===== src/hw/rtl/slot_array_doubly_linked_list_defines.svh =====
`ifndef SLOT_ARRAY_DOUBLY_LINKED_LIST_DEFINES_SVH
`define SLOT_ARRAY_DOUBLY_LINKED_LIST_DEFINES_SVH

// Check cons in the same cycle as ante; needs clk and rst_n in scope.
`define SADLL_ASSERT_NOW(label, ante, cons, msg) \
  label: assert property (@(posedge clk) disable iff (!rst_n) (ante) |-> (cons)) \
    else $error(msg);

// Check cons in the cycle after ante; needs clk and rst_n in scope.
`define SADLL_ASSERT_NEXT(label, ante, cons, msg) \
  label: assert property (@(posedge clk) disable iff (!rst_n) (ante) |=> (cons)) \
    else $error(msg);

`endif


===== src/hw/rtl/sadll_pkg.sv =====
package sadll_pkg;

  localparam int SLOTS        = 16;
  localparam int PAYLOAD_BITS = 64;
  localparam int RESULT_CAP   = 16;

  localparam int SLOT_W = $clog2(SLOTS);
  localparam int LINK_W = $clog2(SLOTS + 1);
  localparam int K_W    = $clog2(RESULT_CAP);

  localparam int QDEPTH = 2;
  localparam int QPTR_W = (QDEPTH > 1) ? $clog2(QDEPTH) : 1;
  localparam int QCNT_W = $clog2(QDEPTH + 1);

  localparam int IN_TYPE_W  = 2;
  localparam int IN_VALUE_W = 64;
  localparam int IN_POS_W   = 4;
  localparam int OUT_STAT_W = 2;
  localparam int OUT_SLOT_W = 4;
  localparam int OUT_VAL_W  = 64;
  localparam int OUT_CNT_W  = 5;

  typedef logic [SLOT_W-1:0]       slot_idx_t;
  typedef logic [LINK_W-1:0]       link_t;
  typedef logic [PAYLOAD_BITS-1:0] payload_t;
  typedef logic [K_W-1:0]          k_t;
  typedef logic [QPTR_W-1:0]       qptr_t;
  typedef logic [QCNT_W-1:0]       qcnt_t;
  typedef logic [OUT_SLOT_W-1:0]   out_slot_t;
  typedef logic [OUT_VAL_W-1:0]    out_val_t;
  typedef logic [OUT_CNT_W-1:0]    out_cnt_t;

  localparam link_t NONE_LINK = link_t'(SLOTS);
  localparam link_t FULL_LIVE = link_t'(SLOTS);
  localparam k_t    K_LAST    = k_t'(RESULT_CAP - 1);

  typedef enum logic [IN_TYPE_W-1:0] {
    REQ_ADD_FIRST = 2'd0,
    REQ_ADD_AFTER = 2'd1,
    REQ_ADD_LAST  = 2'd2,
    REQ_TRAVERSE  = 2'd3
  } req_kind_t;

  typedef enum logic [OUT_STAT_W-1:0] {
    ST_OK      = 2'd0,
    ST_FULL    = 2'd1,
    ST_BAD_POS = 2'd2,
    ST_EMPTY   = 2'd3
  } status_t;

  typedef enum logic [2:0] {
    B_IDLE,
    B_LINK_RD,
    B_WR1,
    B_WR2,
    B_TRAV_RD,
    B_TRAV_EMIT
  } back_state_t;

  typedef struct packed {
    req_kind_t             kind;
    payload_t              value;
    logic [IN_POS_W-1:0]   position;
    logic                  pos_in_range;
  } cmd_t;

  typedef struct packed {
    logic push;
    cmd_t cmd;
  } q_wr_t;

  typedef struct packed {
    logic valid;
    cmd_t cmd;
  } q_rd_t;

endpackage


===== src/hw/rtl/sadll_queue.sv =====
module sadll_queue (
  input  logic              clk,
  input  logic              rst_n,
  input  sadll_pkg::q_wr_t  wr,
  input  logic              pop,
  output sadll_pkg::q_rd_t  rd,
  output logic              full
);

  sadll_pkg::cmd_t  entry_r [sadll_pkg::QDEPTH];
  sadll_pkg::qptr_t wr_ptr_r, wr_ptr_nxt;
  sadll_pkg::qptr_t rd_ptr_r, rd_ptr_nxt;
  sadll_pkg::qcnt_t cnt_r, cnt_nxt;
  logic             do_push, do_pop;

  assign full     = (cnt_r == sadll_pkg::qcnt_t'(sadll_pkg::QDEPTH));
  assign rd.valid = (cnt_r != '0);
  assign rd.cmd   = entry_r[rd_ptr_r];
  assign do_push  = wr.push && !full;
  assign do_pop   = pop && rd.valid;

  always_comb begin
    wr_ptr_nxt = wr_ptr_r;
    rd_ptr_nxt = rd_ptr_r;
    cnt_nxt    = cnt_r;
    if (do_push) begin
      wr_ptr_nxt = (wr_ptr_r == sadll_pkg::qptr_t'(sadll_pkg::QDEPTH - 1)) ? '0
                                                                            : wr_ptr_r + 1'b1;
    end
    if (do_pop) begin
      rd_ptr_nxt = (rd_ptr_r == sadll_pkg::qptr_t'(sadll_pkg::QDEPTH - 1)) ? '0
                                                                            : rd_ptr_r + 1'b1;
    end
    if (do_push && !do_pop) begin
      cnt_nxt = cnt_r + 1'b1;
    end else if (!do_push && do_pop) begin
      cnt_nxt = cnt_r - 1'b1;
    end
  end

  always_ff @(posedge clk) begin
    if (!rst_n) begin
      wr_ptr_r <= '0;
      rd_ptr_r <= '0;
      cnt_r    <= '0;
    end else begin
      wr_ptr_r <= wr_ptr_nxt;
      rd_ptr_r <= rd_ptr_nxt;
      cnt_r    <= cnt_nxt;
    end
  end

  always_ff @(posedge clk) begin
    if (do_push) begin
      entry_r[wr_ptr_r] <= wr.cmd;
    end
  end

endmodule


===== src/hw/rtl/sadll_front.sv =====
`include "slot_array_doubly_linked_list_defines.svh"

module sadll_front (
  input  logic                                clk,
  input  logic                                rst_n,
  input  logic                                start,
  output logic                                busy,
  input  logic [sadll_pkg::IN_TYPE_W-1:0]     in_req_type,
  input  logic [sadll_pkg::IN_VALUE_W-1:0]    in_item_value,
  input  logic [sadll_pkg::IN_POS_W-1:0]      in_position,
  input  logic                                q_full,
  output sadll_pkg::q_wr_t                    q_wr
);

  logic full_seen_r;

  assign busy = q_full;

  always_comb begin
    q_wr.push             = start && !q_full;
    q_wr.cmd.kind         = sadll_pkg::req_kind_t'(in_req_type);
    q_wr.cmd.value        = in_item_value[sadll_pkg::PAYLOAD_BITS-1:0];
    q_wr.cmd.position     = in_position;
    q_wr.cmd.pos_in_range = (int'(in_position) < sadll_pkg::SLOTS);
  end

  // track a beat offered while the queue is full, for the stall check
  always_ff @(posedge clk) begin
    if (!rst_n) begin
      full_seen_r <= 1'b0;
    end else begin
      full_seen_r <= start && q_full;
    end
  end

  `SADLL_ASSERT_NOW(a_no_push_when_full, q_full, !q_wr.push,
                    "front pushed into a full queue")
  `SADLL_ASSERT_NOW(a_stall_holds_busy, full_seen_r && start && q_full, busy,
                    "busy dropped while queue stayed full")
  `SADLL_ASSERT_NOW(a_push_is_accept, q_wr.push, start && !busy,
                    "push without an accepted beat")

endmodule


===== src/hw/rtl/sadll_back.sv =====
`include "slot_array_doubly_linked_list_defines.svh"

module sadll_back (
  input  logic                              clk,
  input  logic                              rst_n,
  input  sadll_pkg::q_rd_t                  q_rd,
  output logic                              pop,
  output logic                              out_valid,
  output logic [sadll_pkg::OUT_STAT_W-1:0]  out_status,
  output logic [sadll_pkg::OUT_SLOT_W-1:0]  out_slot,
  output logic [sadll_pkg::OUT_VAL_W-1:0]   out_value_out,
  output logic [sadll_pkg::OUT_CNT_W-1:0]   out_element_count,
  output logic                              out_last_of_run
);

  sadll_pkg::back_state_t state_r, state_nxt;

  logic [sadll_pkg::SLOTS-1:0] used_r, used_nxt;
  sadll_pkg::link_t            head_r, head_nxt;
  sadll_pkg::link_t            tail_r, tail_nxt;
  sadll_pkg::link_t            live_r, live_nxt;

  sadll_pkg::cmd_t      cmd_r, cmd_nxt;
  sadll_pkg::slot_idx_t new_r, new_nxt;
  sadll_pkg::link_t     prev_r, prev_nxt;
  sadll_pkg::link_t     after_r, after_nxt;
  sadll_pkg::link_t     cur_r, cur_nxt;
  sadll_pkg::k_t        k_r, k_nxt;

  logic                 out_valid_r, out_valid_nxt;
  sadll_pkg::status_t   out_status_r, out_status_nxt;
  sadll_pkg::out_slot_t out_slot_r, out_slot_nxt;
  sadll_pkg::out_val_t  out_value_r, out_value_nxt;
  sadll_pkg::out_cnt_t  out_count_r, out_count_nxt;
  logic                 out_last_r, out_last_nxt;

  sadll_pkg::link_t     next_mem [sadll_pkg::SLOTS];
  sadll_pkg::payload_t  pay_mem  [sadll_pkg::SLOTS];
  sadll_pkg::link_t     nl_rd_r;
  sadll_pkg::payload_t  pay_rd_r;

  logic                 nm_we, pay_we;
  sadll_pkg::slot_idx_t nm_waddr, rd_addr;
  sadll_pkg::link_t     nm_wdata;

  sadll_pkg::slot_idx_t free_idx;
  sadll_pkg::link_t     pick_prev, after_w;
  logic                 pos_used, trav_last;

  always_comb begin
    free_idx = '0;
    for (int i = sadll_pkg::SLOTS - 1; i >= 0; i--) begin
      if (!used_r[i]) begin
        free_idx = sadll_pkg::slot_idx_t'(i);
      end
    end
  end

  always_comb begin
    pos_used = q_rd.cmd.pos_in_range &&
               used_r[sadll_pkg::slot_idx_t'(q_rd.cmd.position)];
    case (q_rd.cmd.kind)
      sadll_pkg::REQ_ADD_AFTER: begin
        pick_prev = sadll_pkg::link_t'(q_rd.cmd.position);
      end
      sadll_pkg::REQ_ADD_LAST: begin
        pick_prev = (head_r != sadll_pkg::NONE_LINK && tail_r != sadll_pkg::NONE_LINK)
                    ? tail_r : sadll_pkg::NONE_LINK;
      end
      default: begin
        pick_prev = sadll_pkg::NONE_LINK;
      end
    endcase
    after_w   = (prev_r == sadll_pkg::NONE_LINK) ? head_r : nl_rd_r;
    trav_last = (nl_rd_r >= sadll_pkg::NONE_LINK) || (k_r == sadll_pkg::K_LAST);
    rd_addr   = (state_r == sadll_pkg::B_TRAV_RD) ? sadll_pkg::slot_idx_t'(cur_r)
                                                  : sadll_pkg::slot_idx_t'(prev_r);
  end

  always_comb begin
    state_nxt = state_r;
    case (state_r)
      sadll_pkg::B_IDLE: begin
        if (q_rd.valid) begin
          if (q_rd.cmd.kind == sadll_pkg::REQ_TRAVERSE) begin
            state_nxt = (head_r == sadll_pkg::NONE_LINK) ? sadll_pkg::B_IDLE
                                                         : sadll_pkg::B_TRAV_RD;
          end else if (live_r == sadll_pkg::FULL_LIVE) begin
            state_nxt = sadll_pkg::B_IDLE;
          end else if (q_rd.cmd.kind == sadll_pkg::REQ_ADD_AFTER && !pos_used) begin
            state_nxt = sadll_pkg::B_IDLE;
          end else if (pick_prev != sadll_pkg::NONE_LINK) begin
            state_nxt = sadll_pkg::B_LINK_RD;
          end else begin
            state_nxt = sadll_pkg::B_WR1;
          end
        end
      end
      sadll_pkg::B_LINK_RD:   state_nxt = sadll_pkg::B_WR1;
      sadll_pkg::B_WR1:       state_nxt = sadll_pkg::B_WR2;
      sadll_pkg::B_WR2:       state_nxt = sadll_pkg::B_IDLE;
      sadll_pkg::B_TRAV_RD:   state_nxt = sadll_pkg::B_TRAV_EMIT;
      sadll_pkg::B_TRAV_EMIT: begin
        state_nxt = trav_last ? sadll_pkg::B_IDLE : sadll_pkg::B_TRAV_RD;
      end
      default:                state_nxt = sadll_pkg::B_IDLE;
    endcase
  end

  always_comb begin
    pop            = 1'b0;
    used_nxt       = used_r;
    head_nxt       = head_r;
    tail_nxt       = tail_r;
    live_nxt       = live_r;
    cmd_nxt        = cmd_r;
    new_nxt        = new_r;
    prev_nxt       = prev_r;
    after_nxt      = after_r;
    cur_nxt        = cur_r;
    k_nxt          = k_r;
    nm_we          = 1'b0;
    nm_waddr       = new_r;
    nm_wdata       = after_w;
    pay_we         = 1'b0;
    out_valid_nxt  = 1'b0;
    out_status_nxt = sadll_pkg::ST_OK;
    out_slot_nxt   = '0;
    out_value_nxt  = '0;
    out_count_nxt  = sadll_pkg::out_cnt_t'(live_r);
    out_last_nxt   = 1'b1;
    case (state_r)
      sadll_pkg::B_IDLE: begin
        if (q_rd.valid) begin
          pop      = 1'b1;
          cmd_nxt  = q_rd.cmd;
          new_nxt  = free_idx;
          prev_nxt = pick_prev;
          cur_nxt  = head_r;
          k_nxt    = '0;
          if (q_rd.cmd.kind == sadll_pkg::REQ_TRAVERSE) begin
            if (head_r == sadll_pkg::NONE_LINK) begin
              out_valid_nxt  = 1'b1;
              out_status_nxt = sadll_pkg::ST_EMPTY;
            end
          end else if (live_r == sadll_pkg::FULL_LIVE) begin
            out_valid_nxt  = 1'b1;
            out_status_nxt = sadll_pkg::ST_FULL;
          end else if (q_rd.cmd.kind == sadll_pkg::REQ_ADD_AFTER && !pos_used) begin
            out_valid_nxt  = 1'b1;
            out_status_nxt = sadll_pkg::ST_BAD_POS;
          end
        end
      end
      sadll_pkg::B_WR1: begin
        nm_we            = 1'b1;
        pay_we           = 1'b1;
        used_nxt[new_r]  = 1'b1;
        after_nxt        = after_w;
      end
      sadll_pkg::B_WR2: begin
        if (prev_r != sadll_pkg::NONE_LINK) begin
          nm_we    = 1'b1;
          nm_waddr = sadll_pkg::slot_idx_t'(prev_r);
          nm_wdata = sadll_pkg::link_t'(new_r);
        end else begin
          head_nxt = sadll_pkg::link_t'(new_r);
        end
        if (after_r == sadll_pkg::NONE_LINK) begin
          tail_nxt = sadll_pkg::link_t'(new_r);
        end
        live_nxt      = live_r + 1'b1;
        out_valid_nxt = 1'b1;
        out_slot_nxt  = sadll_pkg::out_slot_t'(new_r);
        out_count_nxt = sadll_pkg::out_cnt_t'(live_r + 1'b1);
      end
      sadll_pkg::B_TRAV_EMIT: begin
        out_valid_nxt = 1'b1;
        out_slot_nxt  = sadll_pkg::out_slot_t'(cur_r);
        out_value_nxt = sadll_pkg::out_val_t'(pay_rd_r);
        out_last_nxt  = trav_last;
        if (!trav_last) begin
          cur_nxt = nl_rd_r;
          k_nxt   = k_r + 1'b1;
        end
      end
      default: begin
      end
    endcase
  end

  always_ff @(posedge clk) begin
    if (!rst_n) begin
      state_r     <= sadll_pkg::B_IDLE;
      used_r      <= '0;
      head_r      <= sadll_pkg::NONE_LINK;
      tail_r      <= sadll_pkg::NONE_LINK;
      live_r      <= '0;
      out_valid_r <= 1'b0;
    end else begin
      state_r     <= state_nxt;
      used_r      <= used_nxt;
      head_r      <= head_nxt;
      tail_r      <= tail_nxt;
      live_r      <= live_nxt;
      out_valid_r <= out_valid_nxt;
    end
  end

  always_ff @(posedge clk) begin
    cmd_r        <= cmd_nxt;
    new_r        <= new_nxt;
    prev_r       <= prev_nxt;
    after_r      <= after_nxt;
    cur_r        <= cur_nxt;
    k_r          <= k_nxt;
    out_status_r <= out_status_nxt;
    out_slot_r   <= out_slot_nxt;
    out_value_r  <= out_value_nxt;
    out_count_r  <= out_count_nxt;
    out_last_r   <= out_last_nxt;
  end

  always_ff @(posedge clk) begin
    if (nm_we) begin
      next_mem[nm_waddr] <= nm_wdata;
    end
    if (pay_we) begin
      pay_mem[new_r] <= cmd_r.value;
    end
    nl_rd_r  <= next_mem[rd_addr];
    pay_rd_r <= pay_mem[rd_addr];
  end

  assign out_valid         = out_valid_r;
  assign out_status        = out_status_r;
  assign out_slot          = out_slot_r;
  assign out_value_out     = out_value_r;
  assign out_element_count = out_count_r;
  assign out_last_of_run   = out_last_r;

  `SADLL_ASSERT_NOW(a_count_matches_used, state_r == sadll_pkg::B_IDLE,
                    live_r == $countones(used_r), "element count disagrees with used marks")
  `SADLL_ASSERT_NOW(a_head_iff_nonempty, state_r == sadll_pkg::B_IDLE,
                    (head_r == sadll_pkg::NONE_LINK) == (live_r == '0),
                    "head and element count disagree")
  `SADLL_ASSERT_NOW(a_new_slot_free, state_r == sadll_pkg::B_WR1, !used_r[new_r],
                    "insert into a slot already in use")
  `SADLL_ASSERT_NOW(a_run_continues, out_valid_r && !out_last_r,
                    state_r == sadll_pkg::B_TRAV_RD, "run ended without a last beat")
  `SADLL_ASSERT_NEXT(a_wr2_emits, state_r == sadll_pkg::B_WR2,
                     out_valid_r && out_last_r, "insert gave no result beat")

endmodule


===== src/hw/rtl/slot_array_doubly_linked_list.sv =====
// Channel   Handshake             Beat
// input     start / busy          in_req_type, in_item_value, in_position
// result    out_valid (1 cycle)   out_status, out_slot, out_value_out,
//                                 out_element_count, out_last_of_run
//
// A 2-entry queue sits between the request decoder and the list sequencer.
// Sequencer steps per request: a refused add or empty traverse is answered from idle;
// add at the head writes the new slot, then the head; add after a slot or at the tail
// does a link read and two link writes; traverse does one link/payload read per element.
// Reset (rst_n low, synchronous) empties the list at once; no clearing pass.
// busy rises only when the queue is full; results cannot be held off.
module slot_array_doubly_linked_list (
  input  logic                              clk,
  input  logic                              rst_n,
  input  logic                              start,
  output logic                              busy,
  input  logic [sadll_pkg::IN_TYPE_W-1:0]   in_req_type,
  input  logic [sadll_pkg::IN_VALUE_W-1:0]  in_item_value,
  input  logic [sadll_pkg::IN_POS_W-1:0]    in_position,
  output logic                              out_valid,
  output logic [sadll_pkg::OUT_STAT_W-1:0]  out_status,
  output logic [sadll_pkg::OUT_SLOT_W-1:0]  out_slot,
  output logic [sadll_pkg::OUT_VAL_W-1:0]   out_value_out,
  output logic [sadll_pkg::OUT_CNT_W-1:0]   out_element_count,
  output logic                              out_last_of_run
);

  sadll_pkg::q_wr_t q_wr;
  sadll_pkg::q_rd_t q_rd;
  logic             q_full;
  logic             q_pop;

  sadll_front u_front (
    .clk           (clk),
    .rst_n         (rst_n),
    .start         (start),
    .busy          (busy),
    .in_req_type   (in_req_type),
    .in_item_value (in_item_value),
    .in_position   (in_position),
    .q_full        (q_full),
    .q_wr          (q_wr)
  );

  sadll_queue u_queue (
    .clk   (clk),
    .rst_n (rst_n),
    .wr    (q_wr),
    .pop   (q_pop),
    .rd    (q_rd),
    .full  (q_full)
  );

  sadll_back u_back (
    .clk               (clk),
    .rst_n             (rst_n),
    .q_rd              (q_rd),
    .pop               (q_pop),
    .out_valid         (out_valid),
    .out_status        (out_status),
    .out_slot          (out_slot),
    .out_value_out     (out_value_out),
    .out_element_count (out_element_count),
    .out_last_of_run   (out_last_of_run)
  );

endmodule

===== config.mk =====
export PLATFORM = sky130hd
export DESIGN_NAME = slot_array_doubly_linked_list
export DESIGN_NICKNAME = d
export VERILOG_FILES = /design/src/hw/rtl/sadll_pkg.sv /design/src/hw/rtl/sadll_queue.sv /design/src/hw/rtl/sadll_front.sv /design/src/hw/rtl/sadll_back.sv /design/src/hw/rtl/slot_array_doubly_linked_list.sv
export VERILOG_INCLUDE_DIRS = /design/src /design/src/hw/rtl
export SDC_FILE = /design/constraint.sdc
export NUM_CORES = 2
export LEC_CHECK = 0
export BUFFER_PORTS_ARGS = -buffer_cell sky130_fd_sc_hd__buf_2
export CAP_MARGIN = 20
export CORE_ASPECT_RATIO = 0.7
export CORE_MARGIN = 5
export CORE_UTILIZATION = 40
export CTS_CLUSTER_SIZE = 40
export DETAILED_ROUTE_END_ITERATION = 6
export PLACE_DENSITY = 0.52
export SLEW_MARGIN = 20
export SYNTH_ARGS = -nofsm -noshare
export SYNTH_HDL_FRONTEND = slang
export SYNTH_SLANG_ARGS = --single-unit

===== constraint.sdc =====
create_clock -name clk -period 19.25 [get_ports clk]
set_input_delay 0.9625 -clock clk [delete_from_list [all_inputs] [get_ports clk]]
set_output_delay 0.9625 -clock clk [all_outputs]
set_load 0.02 [all_outputs]

After elaboration in Yosys (flattened, before gate mapping)
Memory sizes are Yosys's and may differ from the RTL's. A register that Yosys moved wholly into a read port is not among the register bits.
Cells that the tools add are included.
{"block": "word_totals", "ff_bits": 201, "mem_bits_rw": 1244, "input_bits": 73, "output_inout_bits": 78, "memories": 3}
{"memory": "u_back.pay_mem", "words": 16, "width": 64, "rd": 1, "rd_clocked_by_memory_dff": 1, "wr": 1, "line": "sadll_back.sv:38", "rtl": "sadll_pkg::payload_t pay_mem [sadll_pkg::SLOTS];"}
{"memory": "u_queue.entry_r", "words": 2, "width": 70, "rd": 1, "rd_clocked_by_memory_dff": 1, "wr": 1, "line": "sadll_queue.sv:10", "rtl": "sadll_pkg::cmd_t entry_r [sadll_pkg::QDEPTH];"}
{"memory": "u_back.next_mem", "words": 16, "width": 5, "rd": 1, "rd_clocked_by_memory_dff": 1, "wr": 1, "line": "sadll_back.sv:37", "rtl": "sadll_pkg::link_t next_mem [sadll_pkg::SLOTS];"}
{"block": "op_classes", "n_addsub": 6, "order_cmp": 4, "eq_ne": 20, "mux": 70, "bitwise": 2, "reduce_logical": 26}
{"operator": "4-bit two-way mux", "n": 15}
{"operator": "3-bit two-way mux", "n": 10}
{"operator": "5-bit two-way mux", "n": 5}
{"operator": "4-bit one-hot mux with 2 select lines", "n": 3}
{"operator": "1-bit two-way mux", "n": 22}
{"operator": "5-bit equality test, second input constant", "n": 4}
{"operator": "5-bit != test, second input constant", "n": 4}
{"operator": "2-bit two-way mux", "n": 9}
{"operator": "16-bit OR", "n": 1}
{"operator": "3-bit one-hot mux with 5 select lines", "n": 1}
{"operator": "4-bit by 5-bit < comparator with 1-bit output, second input constant", "n": 2}
{"operator": "5-bit one-hot mux with 2 select lines", "n": 1}
{"operator": "1-bit logical AND", "n": 8}
{"operator": "2-bit AND reduction", "n": 4}
{"operator": "8-bit AND reduction", "n": 1}
{"operator": "2-bit equality test, second input constant", "n": 3}
{"operator": "3-bit by 2-bit equality test with 1-bit output, second input constant", "n": 2}
{"operator": "3-bit equality test, second input constant", "n": 2}
{"operator": "2-bit nonzero test", "n": 3}
{"operator": "5-bit by 1-bit adder with 5-bit output, second input constant", "n": 1}
{"operator": "5-bit greater-or-equal comparator, second input constant", "n": 1}
{"operator": "4-bit by 1-bit adder with 4-bit output, second input constant", "n": 1}
{"operator": "1-bit binary-select mux with 4-bit select", "n": 1}
{"operator": "1-bit demux with 4-bit select", "n": 1}
{"operator": "other kinds (17)", "n": 23}

Logic depth before layout (Yosys ltp)
{"block": "logic_depth", "word_depth": 15, "depth_mapped": 11, "depth_no_buf": 8}

Hierarchy
A second synthesis with hierarchy kept.
{"block": "unflattened", "cells_unflattened": 2659, "hier_area_um2": 55314.3}
{"module": "sadll_back", "n_inst": 1, "cells_per_inst": 2339, "area_each_um2": 49398.6, "seq_area_each_um2": 39337.7}
{"module": "sadll_queue", "n_inst": 1, "cells_per_inst": 246, "area_each_um2": 5357.6, "seq_area_each_um2": 4364.2}
{"module": "sadll_front", "n_inst": 1, "cells_per_inst": 74, "area_each_um2": 558.0, "seq_area_each_um2": 0.0}

Least setup slack after synthesis
Ideal clock, no wire load.
{"block": "synth_timing", "kind": "register to register", "from": "register u_back.state_r[1]", "to": "memory u_back.pay_mem[4][0] (netlist name) (enable)", "setup_ns": 0.567, "arrival_time_ns": 5.735, "required_ns": 18.683, "setup_slack_ns": 12.949, "path_stages_with_launch": 6, "n_path_buf": 2, "synth_period_minus_slack_ns": 6.301, "path_cell_list": "dfxtp_1 -> clkbuf_1 -> and2_1 -> clkbuf_1 -> nand3b_1 -> nor3_1"}
{"block": "synth_via", "elab_chain_cells": 4}
{"element": "start, declared", "line": "sadll_back.sv:16", "rtl": "sadll_pkg::back_state_t state_r, state_nxt;"}
{"element": "start signal, assigned", "line": "sadll_back.sv:194", "rtl": "state_r <= sadll_pkg::B_IDLE;"}
{"element": "start signal, assigned", "line": "sadll_back.sv:201", "rtl": "state_r <= state_nxt;"}
{"element": "3-bit by 2-bit equality test with 1-bit output", "line": "sadll_back.sv:132", "rtl": "case (state_r)"}
{"element": "1-bit two-way mux", "line": "sadll_back.sv:132"}
{"element": "1-bit two-way mux", "line": "sadll_back.sv:228", "rtl": "if (pay_we) begin"}
{"element": "1-bit two-way mux (not written as such)", "line": "sadll_back.sv:229", "rtl": "pay_mem[new_r] <= cmd_r.value;"}
{"element": "end, declared", "line": "sadll_back.sv:38"}
Every way passes these cells.

Worst setup path after layout
{"block": "layout_timing", "from": "register u_back.state_r[2]", "to": "register u_back.pay_rd_r[19] (read register of u_back.pay_mem)"}
{"block": "layout_via", "elab_chain_cells": 2}
{"element": "3-bit equality test", "line": "sadll_back.sv:76", "rtl": "rd_addr = (state_r == sadll_pkg::B_TRAV_RD) ? sadll_pkg::slot_idx_t'(cur_r)"}
{"element": "4-bit two-way mux", "line": "sadll_back.sv:76"}
{"element": "end, declared", "line": "sadll_back.sv:40", "rtl": "sadll_pkg::payload_t pay_rd_r;"}
Every way passes these cells.
A chain may end at the register's enable or synchronous reset.

==> reports/metrics.csv <==
metric,value,unit
status,completed,
most used cell along the critical path,buf_4,
Slew Limit Fails,0,
GRT Resource Usage Total,17.9,%
total power,9470,uW
fmax,0.219,GHz
worst path arrival time,5.22,ns
area of the core,136000,sq um
Rows,113,
WP data required,19.91,ns
worst-skew pair later-pin latency,0.77,ns
critical path depth,7,
Finish-stage setup viols,0,
die height,320,um
drt pass-1 iters,7,
Mean Syn Cell Area,21.3,sq um
sum of negative setup slack,0,ns
residual DRC count,0,
Final Cycle Share,23.7,%
Cells after Synth,2568,
clk sink count,1515,
Critical path buffers and inverters,2,
RSZ-0062 raised after global routing,no,
via count,25400,
fillers,11300,
global-route wire length before repair,189000,um
vias in the first global route,27200,
max incr delay on CP,0.94,ns
Slowest cell on crit path,buf_4,
Mapped Nets,2648,
TritonCTS clock tree,built,
Placed Area,58000,sq um
Buffers on Ports,150,
largest net degree at the start of global routing,120,
CP Max Fanout,69,
peak supply drop,0.0876,mV
Post-Route WL,130000,um
share of layout cells above drive strength 1,27.5,%
initial antenna violation count,10,
Seq cells post-synth,1515,
area share of the largest cell type after synthesis,72.9,%
clock-pin slew of the registers on the worst-case setup and hold paths,0.06,ns
fin cells,4774,
hold path cells,1,
"Distinct cells, synth",49,
Post-DRT Antenna Nets,0,
Leak,0.0206,uW
setup repair bufs after CTS,0,
initial DRC count,2107,
min Tclk post-route,4.56,ns
Min-Delay Path Class,in2reg,
slew margin rel.,27.3,%
Die Width,452,um
Max-Cap Viols,0,
root buffer cell,clkbuf_16,
# IOs,151,
Post-DP HPWL,66000,um
sequential share of the synthesized area,79.7,%
# nets final,2886,
CTS Buf Count,147,
Mapped Area,54800,sq um
"commonest non-fill, non-tap cell in the layout",edfxtp_1,
clock skew,0.0179,ns
Pwr Density,151,nW/um^2
Max Root-Sink Buffers,3,
worst-margin pin slew,1.09,ns
Crit Path Class,reg2reg,
most frequent cells in the layout,"edfxtp_1 (1330), mux4_2 (279), dfxtp_1 (184)",
CP endpoint kind,register,
die footprint,145000,sq um
type of origin of the critical path,register,
hold buffers post-CTS,0,
GRT overflow,0,
Initial Util,40.3,%
Reg2Reg Depth,7,
Synth Flop Type,edfxtp_1,
htree depth,4,
number of synthesized flops with an enable pin,1330,
cells along the critical path,nor3b_4 > mux2i_4 > buf_4 > buf_4 > mux4_2 > a22oi_1 > nand2_1,
wire per inst,27.2,um
DR vias/cell,5.33,
ys async rst share,0,%
yosys warns,0,
setup ws final,14.69,ns
post-route cell area,62800,sq um
Routability Congestion,0.744,
pre-CTS WS,14.67,ns
top post-synthesis cells by area,"edfxtp_1 (73%), mux4_2 (11%), dfxtp_1 (6.8%)",
Area growth syn-to-layout,14.7,%
# placed instances,4495,
crit-path leading delay family,buffers and inverters,
post_cts resized,0,
Fin. Hold Viols,0,
leading area contributor after synthesis,edfxtp_1,
synthesized netlist by cell type (11+ instances only):
cell type  instances
inv_1             16
mux2i_1           11
a22oi_1          139
mux2_2            69
and2_1            76
dfxtp_1          185
nor2_1            59
edfxtp_1        1330
mux4_2           279
a21oi_1           11
clkbuf_1          61
buf_1             23
buf_4             25
nand2_1          127
o21a_1            18
buf_2             11
o21ai_0           13
metal layers:
layer | GRT usage (%) | wire length [um]
met3 | 3.27 | 6820
met2 | 29.8 | 64000
met4 | 4.76 | 2680
met5 | 0 | 47
met1 | 24.6 | 56200
path summary, 6_finish.rpt:
check                      from                      end  slack [ns]
max           u_back.state_r[2]      u_back.pay_rd_r[19]       14.69
min           in_item_value[55]   u_queue.entry_r[1][59]        0.38
max reg2reg   u_back.state_r[2]      u_back.pay_rd_r[19]       14.69
min reg2reg  u_back.pay_rd_r[7]  u_back.out_value_out[7]        0.43
report_power, final:
part           internal (uW)  switching (uW)  leakage, uW
clock network           1600            1240      0.00233
logic                    799            1090      0.00467
registers               4340             398       0.0136
total                   6740            2730       0.0206
area by class of cell:
cell class | instances | area (sq um) | share of cell area (%)
Antenna cell | 2 | 5.00 | 0.00797
Clock buffer | 198 | 4040 | 6.44
Clock inverter | 77 | 726 | 1.16
Inverter | 16 | 62.6 | 0.0996
Multi-Input combinational cell | 917 | 10700 | 17.0
Sequential cell | 1515 | 43600 | 69.5
Tap cell | 1840 | 2300 | 3.67
Timing Repair Buffer | 209 | 1330 | 2.12
registers in the layout (all words and copies together), names as in the netlist, 5 cells and up, named ones only:
name	count
u_back.next_mem	80
u_back.out_value_out	64
u_queue.entry_r	140
u_back.tail_r	5
u_back.nl_rd_r	5
u_back.pay_mem	1024
u_back.head_r	5
u_back.cmd_r	64
u_back.out_element_count	5
u_back.after_r	5
u_back.live_r	5
u_back.pay_rd_r	64
u_back.used_r	16
u_back.prev_r	5
stage by stage:
step	hold WS (ns)	utilization, %
after floorplan	0.406	-
after global placement	0.419	42.6
after detailed placement	0.413	42.7
after CTS	0.300	46.2
after global routing	0.320	46.2
final	0.375	46.2
logic make-up (layout without fill, tap and decap cells):
logic type      Yosys count  after routing  share of synthesized area, %
fa+ha+maj                 7              7                         0.160
flops                  1515           1515                          79.7
xor+xnor                  9              9                         0.144
other cells               0              2                             0
mux                     359            359                          13.1
compound gates          220            220                          2.93
simple gates            322            322                          2.84
buf+inv                 136            500                          1.13
No activity file was read; power rests on OpenSTA's default activity.
